## src/rtl/qtci_pkg.sv

```systemverilog
`timescale 1ns / 1ps
// ----------------------------------------------------------------------------
// qtci_pkg
// Shared constants, codes, the grid probability table and the control and
// status bundles between controller and datapath.
// ----------------------------------------------------------------------------
package qtci_pkg;

  localparam int TABLE_DEPTH = 103;
  localparam int LAST_IDX    = TABLE_DEPTH - 1;
  localparam int IDX_W       = $clog2(TABLE_DEPTH);
  localparam int DATA_W      = 32;
  localparam int PROB_W      = 30;
  localparam int OPR_W       = DATA_W + 1;
  localparam int MUL_LO_W    = 17;
  localparam int MUL_HI_W    = OPR_W - MUL_LO_W;
  localparam int PP_W        = OPR_W + MUL_LO_W;
  localparam int PROD_W      = 2 * OPR_W;
  localparam int RES_W       = PROD_W + 2;
  localparam int DIV_STEPS   = PROD_W;
  localparam int CNT_W       = $clog2(DIV_STEPS);
  localparam longint PROB_ONE = 64'd1073741824;

  typedef enum logic [1:0] {
    ACT_LOAD  = 2'd0,
    ACT_CDF   = 2'd1,
    ACT_QUANT = 2'd2,
    ACT_NONE  = 2'd3
  } action_t;

  typedef enum logic [1:0] {
    ST_OK    = 2'd0,
    ST_LOAD  = 2'd1,
    ST_SAT   = 2'd2,
    ST_DEGEN = 2'd3
  } status_t;

  typedef enum logic [2:0] {
    EMIT_LOAD,
    EMIT_SAT_LO,
    EMIT_SAT_HI,
    EMIT_DEGEN,
    EMIT_ARITH
  } emit_t;

  typedef logic [PROB_W-1:0] prob_tbl_t [TABLE_DEPTH];

  // Grid probabilities in Q0.30, rounded to nearest
  function automatic prob_tbl_t build_prob();
    prob_tbl_t tbl;
    longint    v;
    for (int i = 0; i < TABLE_DEPTH; i++) begin
      if (i == 0) v = 64'd107374;
      else if (i == 1) v = 64'd1073742;
      else if (i == LAST_IDX - 1) v = 64'd1072668082;
      else if (i == LAST_IDX) v = 64'd1073634450;
      else v = ((longint'(i) - 1) * PROB_ONE + 50) / 100;
      tbl[i] = PROB_W'(v);
    end
    return tbl;
  endfunction

  localparam prob_tbl_t PROB_TBL = build_prob();

  typedef struct packed {
    logic             capture;
    logic             wr_en;
    logic             rd_en;
    logic [IDX_W-1:0] rd_addr;
    logic             lo_load;
    logic             setup;
    logic             mul_lo;
    logic             mul_hi;
    logic             div_step;
    logic             finish;
    logic             emit;
    emit_t            emit_kind;
    logic [IDX_W-1:0] k;
    logic             anc_hi;
    logic             cdf_mode;
    logic [IDX_W-1:0] scan_idx;
  } cmd_t;

  typedef struct packed {
    action_t action;
    logic    x_le_lo;
    logic    x_ge_rd;
    logic    x_le_rd;
    logic    p_nonpos;
    logic    p_ge_one;
    logic    p_le_first;
    logic    p_ge_last;
    logic    p_ge_next;
    logic    d_zero;
    logic    d_nonpos;
    logic    out_free;
  } sts_t;

endpackage

```

## src/rtl/qtci_ctrl.sv

```systemverilog
`timescale 1ns / 1ps
// ----------------------------------------------------------------------------
// qtci_ctrl
// Sequencer: decodes an item, walks the table or the grid to find the
// bracketing segment, then runs multiply, divide and result steps.
// ----------------------------------------------------------------------------
module qtci_ctrl (
  input  logic            clk,
  input  logic            rst,
  input  logic            in_valid,
  output logic            in_ready,
  input  qtci_pkg::sts_t  sts,
  output qtci_pkg::cmd_t  cmd
);

  typedef enum logic [3:0] {
    S_IDLE,
    S_DECODE,
    S_CDF_LO,
    S_CDF_HI,
    S_CDF_SCAN,
    S_Q_SCAN,
    S_PAIR_LO,
    S_PAIR_HI,
    S_SETUP,
    S_CHECK,
    S_MUL,
    S_DIV,
    S_FINISH,
    S_EMIT
  } state_t;

  localparam logic [qtci_pkg::IDX_W-1:0] IDX_LAST = qtci_pkg::IDX_W'(qtci_pkg::LAST_IDX);
  localparam logic [qtci_pkg::IDX_W-1:0] IDX_PREV = qtci_pkg::IDX_W'(qtci_pkg::LAST_IDX - 1);
  localparam logic [qtci_pkg::CNT_W-1:0] CNT_LAST = qtci_pkg::CNT_W'(qtci_pkg::DIV_STEPS - 1);

  state_t                        state, state_next;
  logic [qtci_pkg::IDX_W-1:0]    idx, idx_next;
  logic [qtci_pkg::IDX_W-1:0]    k, k_next;
  logic                          anc_hi, anc_hi_next;
  logic                          le_mode, le_mode_next;
  logic                          cdf_mode, cdf_mode_next;
  logic [qtci_pkg::CNT_W-1:0]    cnt, cnt_next;
  qtci_pkg::emit_t               kind, kind_next;

  // Next state and commands
  always_comb begin
    state_next    = state;
    idx_next      = idx;
    k_next        = k;
    anc_hi_next   = anc_hi;
    le_mode_next  = le_mode;
    cdf_mode_next = cdf_mode;
    cnt_next      = cnt;
    kind_next     = kind;
    cmd           = '0;
    cmd.emit_kind = kind;
    cmd.k         = k;
    cmd.anc_hi    = anc_hi;
    cmd.cdf_mode  = cdf_mode;
    cmd.scan_idx  = idx;
    in_ready      = (state == S_IDLE);

    unique case (state)
      S_IDLE: begin
        if (in_valid) begin
          cmd.capture = 1'b1;
          state_next  = S_DECODE;
        end
      end
      S_DECODE: begin
        unique case (sts.action)
          qtci_pkg::ACT_LOAD: begin
            cmd.wr_en  = 1'b1;
            kind_next  = qtci_pkg::EMIT_LOAD;
            state_next = S_EMIT;
          end
          qtci_pkg::ACT_CDF: begin
            cdf_mode_next = 1'b1;
            cmd.rd_en     = 1'b1;
            cmd.rd_addr   = '0;
            state_next    = S_CDF_LO;
          end
          qtci_pkg::ACT_QUANT: begin
            cdf_mode_next = 1'b0;
            priority if (sts.p_nonpos) begin
              kind_next  = qtci_pkg::EMIT_SAT_LO;
              state_next = S_EMIT;
            end else if (sts.p_ge_one) begin
              kind_next  = qtci_pkg::EMIT_SAT_HI;
              state_next = S_EMIT;
            end else if (sts.p_le_first) begin
              k_next      = '0;
              anc_hi_next = 1'b0;
              state_next  = S_PAIR_LO;
            end else if (sts.p_ge_last) begin
              k_next      = IDX_PREV;
              anc_hi_next = 1'b1;
              state_next  = S_PAIR_LO;
            end else begin
              idx_next   = '0;
              state_next = S_Q_SCAN;
            end
          end
          qtci_pkg::ACT_NONE: begin
            state_next = S_IDLE;
          end
        endcase
      end
      // Hold entry 0, fetch the last entry
      S_CDF_LO: begin
        cmd.lo_load = 1'b1;
        cmd.rd_en   = 1'b1;
        cmd.rd_addr = IDX_LAST;
        state_next  = S_CDF_HI;
      end
      // Pick a tail segment or start the walk
      S_CDF_HI: begin
        priority if (sts.x_le_lo) begin
          k_next       = '0;
          anc_hi_next  = 1'b0;
          le_mode_next = 1'b0;
          state_next   = S_PAIR_LO;
        end else if (sts.x_ge_rd) begin
          k_next       = IDX_PREV;
          anc_hi_next  = 1'b1;
          le_mode_next = 1'b0;
          state_next   = S_PAIR_LO;
        end else begin
          cmd.rd_en   = 1'b1;
          cmd.rd_addr = qtci_pkg::IDX_W'(1);
          idx_next    = qtci_pkg::IDX_W'(1);
          state_next  = S_CDF_SCAN;
        end
      end
      // Walk the table, one entry a cycle
      S_CDF_SCAN: begin
        if (sts.x_le_rd || idx == IDX_LAST) begin
          k_next       = idx - qtci_pkg::IDX_W'(1);
          anc_hi_next  = 1'b1;
          le_mode_next = 1'b1;
          state_next   = S_PAIR_LO;
        end else begin
          cmd.rd_en   = 1'b1;
          cmd.rd_addr = idx + qtci_pkg::IDX_W'(1);
          idx_next    = idx + qtci_pkg::IDX_W'(1);
        end
      end
      // Walk the grid probabilities, one a cycle
      S_Q_SCAN: begin
        if (idx < IDX_PREV && sts.p_ge_next) begin
          idx_next = idx + qtci_pkg::IDX_W'(1);
        end else begin
          k_next      = idx;
          anc_hi_next = 1'b0;
          state_next  = S_PAIR_LO;
        end
      end
      S_PAIR_LO: begin
        cmd.rd_en   = 1'b1;
        cmd.rd_addr = k;
        state_next  = S_PAIR_HI;
      end
      S_PAIR_HI: begin
        cmd.lo_load = 1'b1;
        cmd.rd_en   = 1'b1;
        cmd.rd_addr = k + qtci_pkg::IDX_W'(1);
        state_next  = S_SETUP;
      end
      S_SETUP: begin
        cmd.setup  = 1'b1;
        state_next = S_CHECK;
      end
      // In CDF mode flag a zero-width segment (after the walk, a nonpositive one), otherwise start the multiply
      S_CHECK: begin
        if (cdf_mode && (le_mode ? sts.d_nonpos : sts.d_zero)) begin
          kind_next  = qtci_pkg::EMIT_DEGEN;
          state_next = S_EMIT;
        end else begin
          cmd.mul_lo = 1'b1;
          state_next = S_MUL;
        end
      end
      S_MUL: begin
        cmd.mul_hi = 1'b1;
        cnt_next   = '0;
        state_next = S_DIV;
      end
      S_DIV: begin
        cmd.div_step = 1'b1;
        if (cnt == CNT_LAST) begin
          state_next = S_FINISH;
        end else begin
          cnt_next = cnt + qtci_pkg::CNT_W'(1);
        end
      end
      S_FINISH: begin
        cmd.finish = 1'b1;
        kind_next  = qtci_pkg::EMIT_ARITH;
        state_next = S_EMIT;
      end
      // Hand the result to the output register once it is free
      S_EMIT: begin
        if (sts.out_free) begin
          cmd.emit   = 1'b1;
          state_next = S_IDLE;
        end
      end
      default: begin
        state_next = S_IDLE;
      end
    endcase
  end

  // State and sequencer registers
  always_ff @(posedge clk) begin
    if (rst) begin
      state    <= S_IDLE;
      idx      <= '0;
      k        <= '0;
      anc_hi   <= 1'b0;
      le_mode  <= 1'b0;
      cdf_mode <= 1'b0;
      cnt      <= '0;
      kind     <= qtci_pkg::EMIT_LOAD;
    end else begin
      state    <= state_next;
      idx      <= idx_next;
      k        <= k_next;
      anc_hi   <= anc_hi_next;
      le_mode  <= le_mode_next;
      cdf_mode <= cdf_mode_next;
      cnt      <= cnt_next;
      kind     <= kind_next;
    end
  end

endmodule

```

## config.mk

```make
export PLATFORM = sky130hd
export DESIGN_NAME = qtci_ctrl
export DESIGN_NICKNAME = d
export VERILOG_FILES = /design/src/rtl/qtci_pkg.sv /design/src/rtl/qtci_ctrl.sv
export SDC_FILE = /design/constraint.sdc
export NUM_CORES = 1
export LEC_CHECK = 0
export BUFFER_PORTS_ARGS = -buffer_cell sky130_fd_sc_hd__buf_2
export CAP_MARGIN = 20
export CORE_MARGIN = 5
export CORE_UTILIZATION = 40
export CTS_BUF_LIST = sky130_fd_sc_hd__clkbuf_4
export DETAILED_ROUTE_END_ITERATION = 10
export PLACE_DENSITY_LB_ADDON = 0.1
export RECOVER_POWER = 25
export SETUP_SLACK_MARGIN = 0.2
export SYNTH_ARGS = -nofsm -noshare
export SYNTH_HDL_FRONTEND = slang
export SYNTH_SLANG_ARGS = --single-unit
```

## constraint.sdc

```tcl
create_clock -name clk -period 2.6 [get_ports clk]
set_clock_uncertainty 0.1 [all_clocks]
set_input_delay 0.13 -clock clk [delete_from_list [all_inputs] [get_ports clk]]
set_output_delay 0.13 -clock clk [all_outputs]
set_load 0.005 [all_outputs]
```

==> results.yml, run 1 <==
die:
  num_io_pins: 53
  die_area_um2: 8010
  fp.dieW_um: 89.5
  die_h_um: 89.5
  start_util_pct: 40.5
  core_area_um2: 6240
  rows: 29
detailed_routing:
  vias_per_cell: 5.66
  drt_iter0_drc: 223
  wl_um: 7370
  post_drt_wl_per_cell_um: 16.0
  firstDrtPassIters: 4
  drc: 0
  final_antenna_net_count: 0
  via_count: 2617
synth:
  synth_cells: 340
  synth_edf_count: 0
  synthTopCellsByArea: "dfxtp_1, a21oi_1, nor2_1, ha_1, o21ai_0"
  yosysWarnings: 0
  synth_ff_type: "dfxtp_1"
  netlist_top_cells_count: "a21oi_1, nor2_1, dfxtp_1, nand2_1, o21ai_0"
  synthArstFlopShare_pct: 0
  ys_ff_latch: 31
  avgSynthCellArea_um2: 7.44
  yosysUniqueCellTypes: 62
  synthesis.area_um2: 2530
  syn_nets: 366
  ys_seq_area_share_pct: 24.5
  synth_top_area_share_pct: 24.5
  synth_largest_area_cell: "dfxtp_1"
sta:
  finalCritPeriodShare_pct: 90.2
  worst_pin_slew_ps: 693
  finalHoldViolations: 0
  rsz0062_at_grt: "true"
  setup_viol: 0
  drv_slew: 0
  setup_tns_ps: 0
  worst_slack_ps: 254
  fin_crit_ps: 2350
  slew_headroom_pct: 53.3
  whs_ps: 67.4
  fmax_ghz: 0.426
cts:
  cts.clk_slew.worst_paths_ps: 110
  cts_tree: "yes"
  cts_buffers: 5
  cts-root-buf: "clkbuf_4"
  clock_latency_ps: 330
  hold_buffers: 0
  h-tree-depth: 2
  clock_sinks: 31
  clk_path_buf_depth: 2
finish:
  syn2layout_area_growth_pct: 15.1
  antennaDiodeCount: 0
  nets: 410
  final_util_pct: 46.7
  drive_gt1_share_pct: 19.5
worst_setup_path:
  required_ps: 2370
  crit_fanout: 5
  rrSetupSlack_ps: 330
  rr_worst_depth: 6
  worst_setup_path_start_kind: "register"
  rr_startpoint: "state[1]"
  timing.rr.end: "idx[0]"
  arrival_ps: 2120
  criticalPathCategory: "reg -> out"
  cp-end-kind: "primary output"
placed_design:
  preCtsSetupSlack_ps: 188
  numPortBuffers: 52
  place_congestion: 0.886
  dp_hpwl_um: 5570
hold_path:
  hold_start: "sts[7]"
  min_delay_path_depth: 3
  min_path_type: "in -> reg"
  hold_path_end: "kind[0]"
power:
  vdd_drop_max_mv: 0.355
  p_per_area_nw_per_um2: 752
  cellLeakagePower_nw: 1.14
  power_mw: 2.19
global_route:
  grt_pass1_wl_um: 11800
  grtUsageTotal_pct: 18.9
  grt_max_degree: 25
  antenna_found_initial: 0
  grt_pass1_vias: 2305
  overflow: 0
run:
  max_cap_violations: 0
run_status:
  outcome: "finished clean"
==> area by class of cell <==
type | count | area, um2
Inverter | 13 | 48.8
Tap cell | 77 | 96.3
Fill cell | 672 | 3330
Clock buffer | 5 | 37.5
Timing Repair Buffer | 66 | 344
Sequential cell | 31 | 623
Clock inverter | 3 | 38.8
Multi-Input combinational cell | 267 | 1720
==> power breakdown <==
group / internal, mW / total, mW / switching [mW] / leakage, nW
sequential: 0.551 / 0.681 / 0.130 / 0.252
clock: 0.198 / 0.377 / 0.179 / 0.0426
combinational: 0.479 / 1.13 / 0.655 / 0.842
==> per-stage QoR <==
stage | instances | area, um2
global route | 462 | 2910
finish | 462 | 2910
global placement | 454 | 2850
detailed placement | 454 | 2850
floorplan | 340 | 2530
CTS | 462 | 2930
==> critical path, stage by stage, from the launching register on <==
cell and delay [ps]:
dfxtp_1 440, clkbuf_1 210, ha_1 260, and3_1 250, and3_1 240, xnor2_1 140
o32ai_1 110, buf_2 140
==> sequential cells by signal, indices dropped and copies added, names as in the netlist <==
signal	cells
cnt	7
idx	7
k	7
state	4
kind	3
anc_hi	1
cdf_mode	1
le_mode	1
==> per-layer routing <==
metal,wire [um],track usage (%)
met2,3110,26.9
met4,91,5.14
met3,383,4.15
met1,3790,28.4
met5,0,0
==> what timing repair did <==
action,CTS,global route
buffers inserted,0,0
endpoints found under the setup margin,8,7
gates resized for setup,2,3
==> how the worst max path moves through the flow <==
stage | slack, ps | startpoint | endpoint
CTS | 210 | state[3] | cmd[26]
floorplan | 490 | idx[0] | idx[0]
global route | 120 | idx[1] | cmd[32]
finish | 250 | idx[1] | cmd[32]
detailed placement | 190 | state[3] | k[0]
global placement | 270 | state[3] | k[5]
==> cells by family (layout without fill, tap and decap cells) <==
group	count (synthesis)	count (layout)	share of synthesized area [%]
buf+inv	42	87	7.52
xor+xnor	18	18	6.23
fa+ha+maj	10	10	4.95
mux	2	2	0.792
compound gates	104	104	27.0
simple gates	133	133	29.0
flops	31	31	24.5
==> placed cells by master, fill, tap and decap left out, types with 3 or more instances in the layout <==
cell type,Yosys,layout
buf_4,4,12
nor3b_1,3,3
xnor2_1,9,9
buf_2,8,41
nor3_1,6,6
a21boi_0,3,3
a21oi_1,36,36
nand2b_1,10,10
o21ai_0,18,17
nor4_1,3,3
o22ai_1,6,6
nand3b_1,5,5
nand2_1,20,20
xor2_1,9,9
nand3_1,6,6
or2_2,6,5
or3_1,3,3
dfxtp_1,31,29
clkbuf_4,0,5
o2111ai_1,3,3
o32ai_1,4,4
clkbuf_1,13,12
inv_1,13,13
a211oi_1,9,9
nand4_1,7,7
nor4bb_1,3,3
nor2_1,36,36
ha_1,10,10
and3_1,8,8
No activity file was read; power rests on OpenSTA's default activity.
==> run 2: changes to the inputs <==
--- a/config.mk
+++ b/config.mk
@@ -12,7 +12,6 @@
 export CTS_BUF_LIST = sky130_fd_sc_hd__clkbuf_4
 export DETAILED_ROUTE_END_ITERATION = 10
 export PLACE_DENSITY_LB_ADDON = 0.1
-export RECOVER_POWER = 25
 export SETUP_SLACK_MARGIN = 0.2
 export SYNTH_ARGS = -nofsm -noshare
 export SYNTH_HDL_FRONTEND = slang
==> run 2 against run 1 <==
Against the previous run:
- clock power is essentially flat
- final cell count is the same
- first-iteration DRC count shrank 9.0%
- cell area increased by 0.73%
- sequential cell count unchanged
- sequential share of layout area decreased by 0.16 points
==> results.yml, run 2 (synthesis results as in run 1) <==
sta:
  setup_tns_ps: 0
  worst_pin_slew_ps: 704
  fin_crit_ps: 2300
  slew_headroom_pct: 52.6
  drv_slew: 0
  fmax_ghz: 0.435
  finalCritPeriodShare_pct: 88.4
  setup_viol: 0
  rsz0062_at_grt: "true"
  finalHoldViolations: 0
global_route:
  grt_max_degree: 25
  grt_pass1_wl_um: 11800
  antenna_found_initial: 0
  grt_pass1_vias: 2305
  overflow: 0
  grtUsageTotal_pct: 18.9
worst_setup_path:
  crit_path_max_incr_delay_ps: 550
  worst_setup_path_start_kind: "register"
  crit_fanout: 11
  cp_num_buf_inv: 2
  required_ps: 2370
  cp-end-kind: "primary output"
  crit_chain: "buf_4 -> nand2b_1 -> nor3_1 -> nor2_1 -> o21ai_1 -> buf_2"
  arrival_ps: 2070
  slowest_stage: "dfxtp_1"
  criticalPathCategory: "reg -> out"
  path_delay_family: "simple AND/OR/NAND/NOR gates"
power:
  p_per_area_nw_per_um2: 750
  vdd_drop_max_mv: 0.355
  cellLeakagePower_nw: 1.19
cts:
  cts.clk_slew.worst_paths_ps: 110
  clk_path_buf_depth: 2
  cts_tree: "yes"
  h-tree-depth: 2
  hold_buffers: 0
  cts-root-buf: "clkbuf_4"
  cts_buffers: 5
  post_cts_buffers: 0
  clock_latency_ps: 330
  cts.repair.resized: 2
  clock_sinks: 31
finish:
  syn2layout_area_growth_pct: 16.0
  final_common_cell: "buf_2"
  final_util_pct: 47.0
  layout_common_cells: "buf_2, nor2_1, a21oi_1"
  multiInputGateArea_um2: 1720
  regArea_um2: 623
  nets: 410
  reg_top3: "cnt: 7 flops, idx: 7 flops, k: 7 flops"
  drive_gt1_share_pct: 22.9
  num-fill-cells: 673
  antennaDiodeCount: 0
detailed_routing:
  vias_per_cell: 5.68
  final_antenna_net_count: 0
  post_drt_wl_per_cell_um: 16.0
  wl_um: 7390
  drt_iter0_drc: 203
  via_count: 2622
  firstDrtPassIters: 6
  drc: 0
run_status:
  outcome: "finished clean"
die:
  fp.dieW_um: 89.5
  die_area_um2: 8010
  die_h_um: 89.5
  num_io_pins: 53
  rows: 29
  start_util_pct: 40.5
  core_area_um2: 6240
hold_path:
  min_path_type: "in -> reg"
placed_design:
  place_congestion: 0.886
  dp_hpwl_um: 5570
  numPortBuffers: 52
run:
  max_cap_violations: 0
## run 2: path summary, 6_finish.rpt
kind,cells after the start,slack (ps),startpoint,endpoint
worst max-delay path,6,300,state[1],cmd[26]
worst min-delay path,3,70,sts[7],kind[0]
worst max register to register,6,320,state[1],idx[0]
worst min register to register,2,370,kind[1],kind[1]
## run 2: routing by layer
metal	GRT usage, %	share of wire (%)	up-vias	wire length (um)
met4	5.14	0.76	0	56
li1	-	-	1331	-
met1	28.4	51	1212	3750
met2	26.9	43	74	3160
met5	0	0	-	0
met3	4.15	5.7	5	420
## run 2: through the flow
step	total power, mW	instances	hold WS, ps	instance area [um2]	worst slack [ps]
3_5_place_dp	1.81	454	353	2850	188
3_3_place_gp	1.82	454	347	2850	271
6_report	2.20	462	69.7	2930	301
2_1_floorplan	1.45	340	133	2530	486
4_1_cts	2.20	462	52.4	2930	212
5_1_grt	2.36	462	99.2	2930	195
## run 2: layout make-up
cell class	count	share of cell area (%)
Sequential cell	31	21.2
Clock buffer	5	1.28
Multi-Input combinational cell	267	58.7
Clock inverter	3	1.32
Inverter	13	1.66
Timing Repair Buffer	66	12.5
Tap cell	77	3.28
## run 2: power by group
part / internal (mW) / switching, mW
clock: 0.198 / 0.179
sequential: 0.551 / 0.128
combinational: 0.488 / 0.656
## run 2: worst reg2reg max path: cells and delay by family, from the launching register on
family	cells	cell delay, ps
buffers and inverters	1	230
AOI/OAI and AO/OA	4	950
and+or+nand+nor	1	390
DFF	1	550
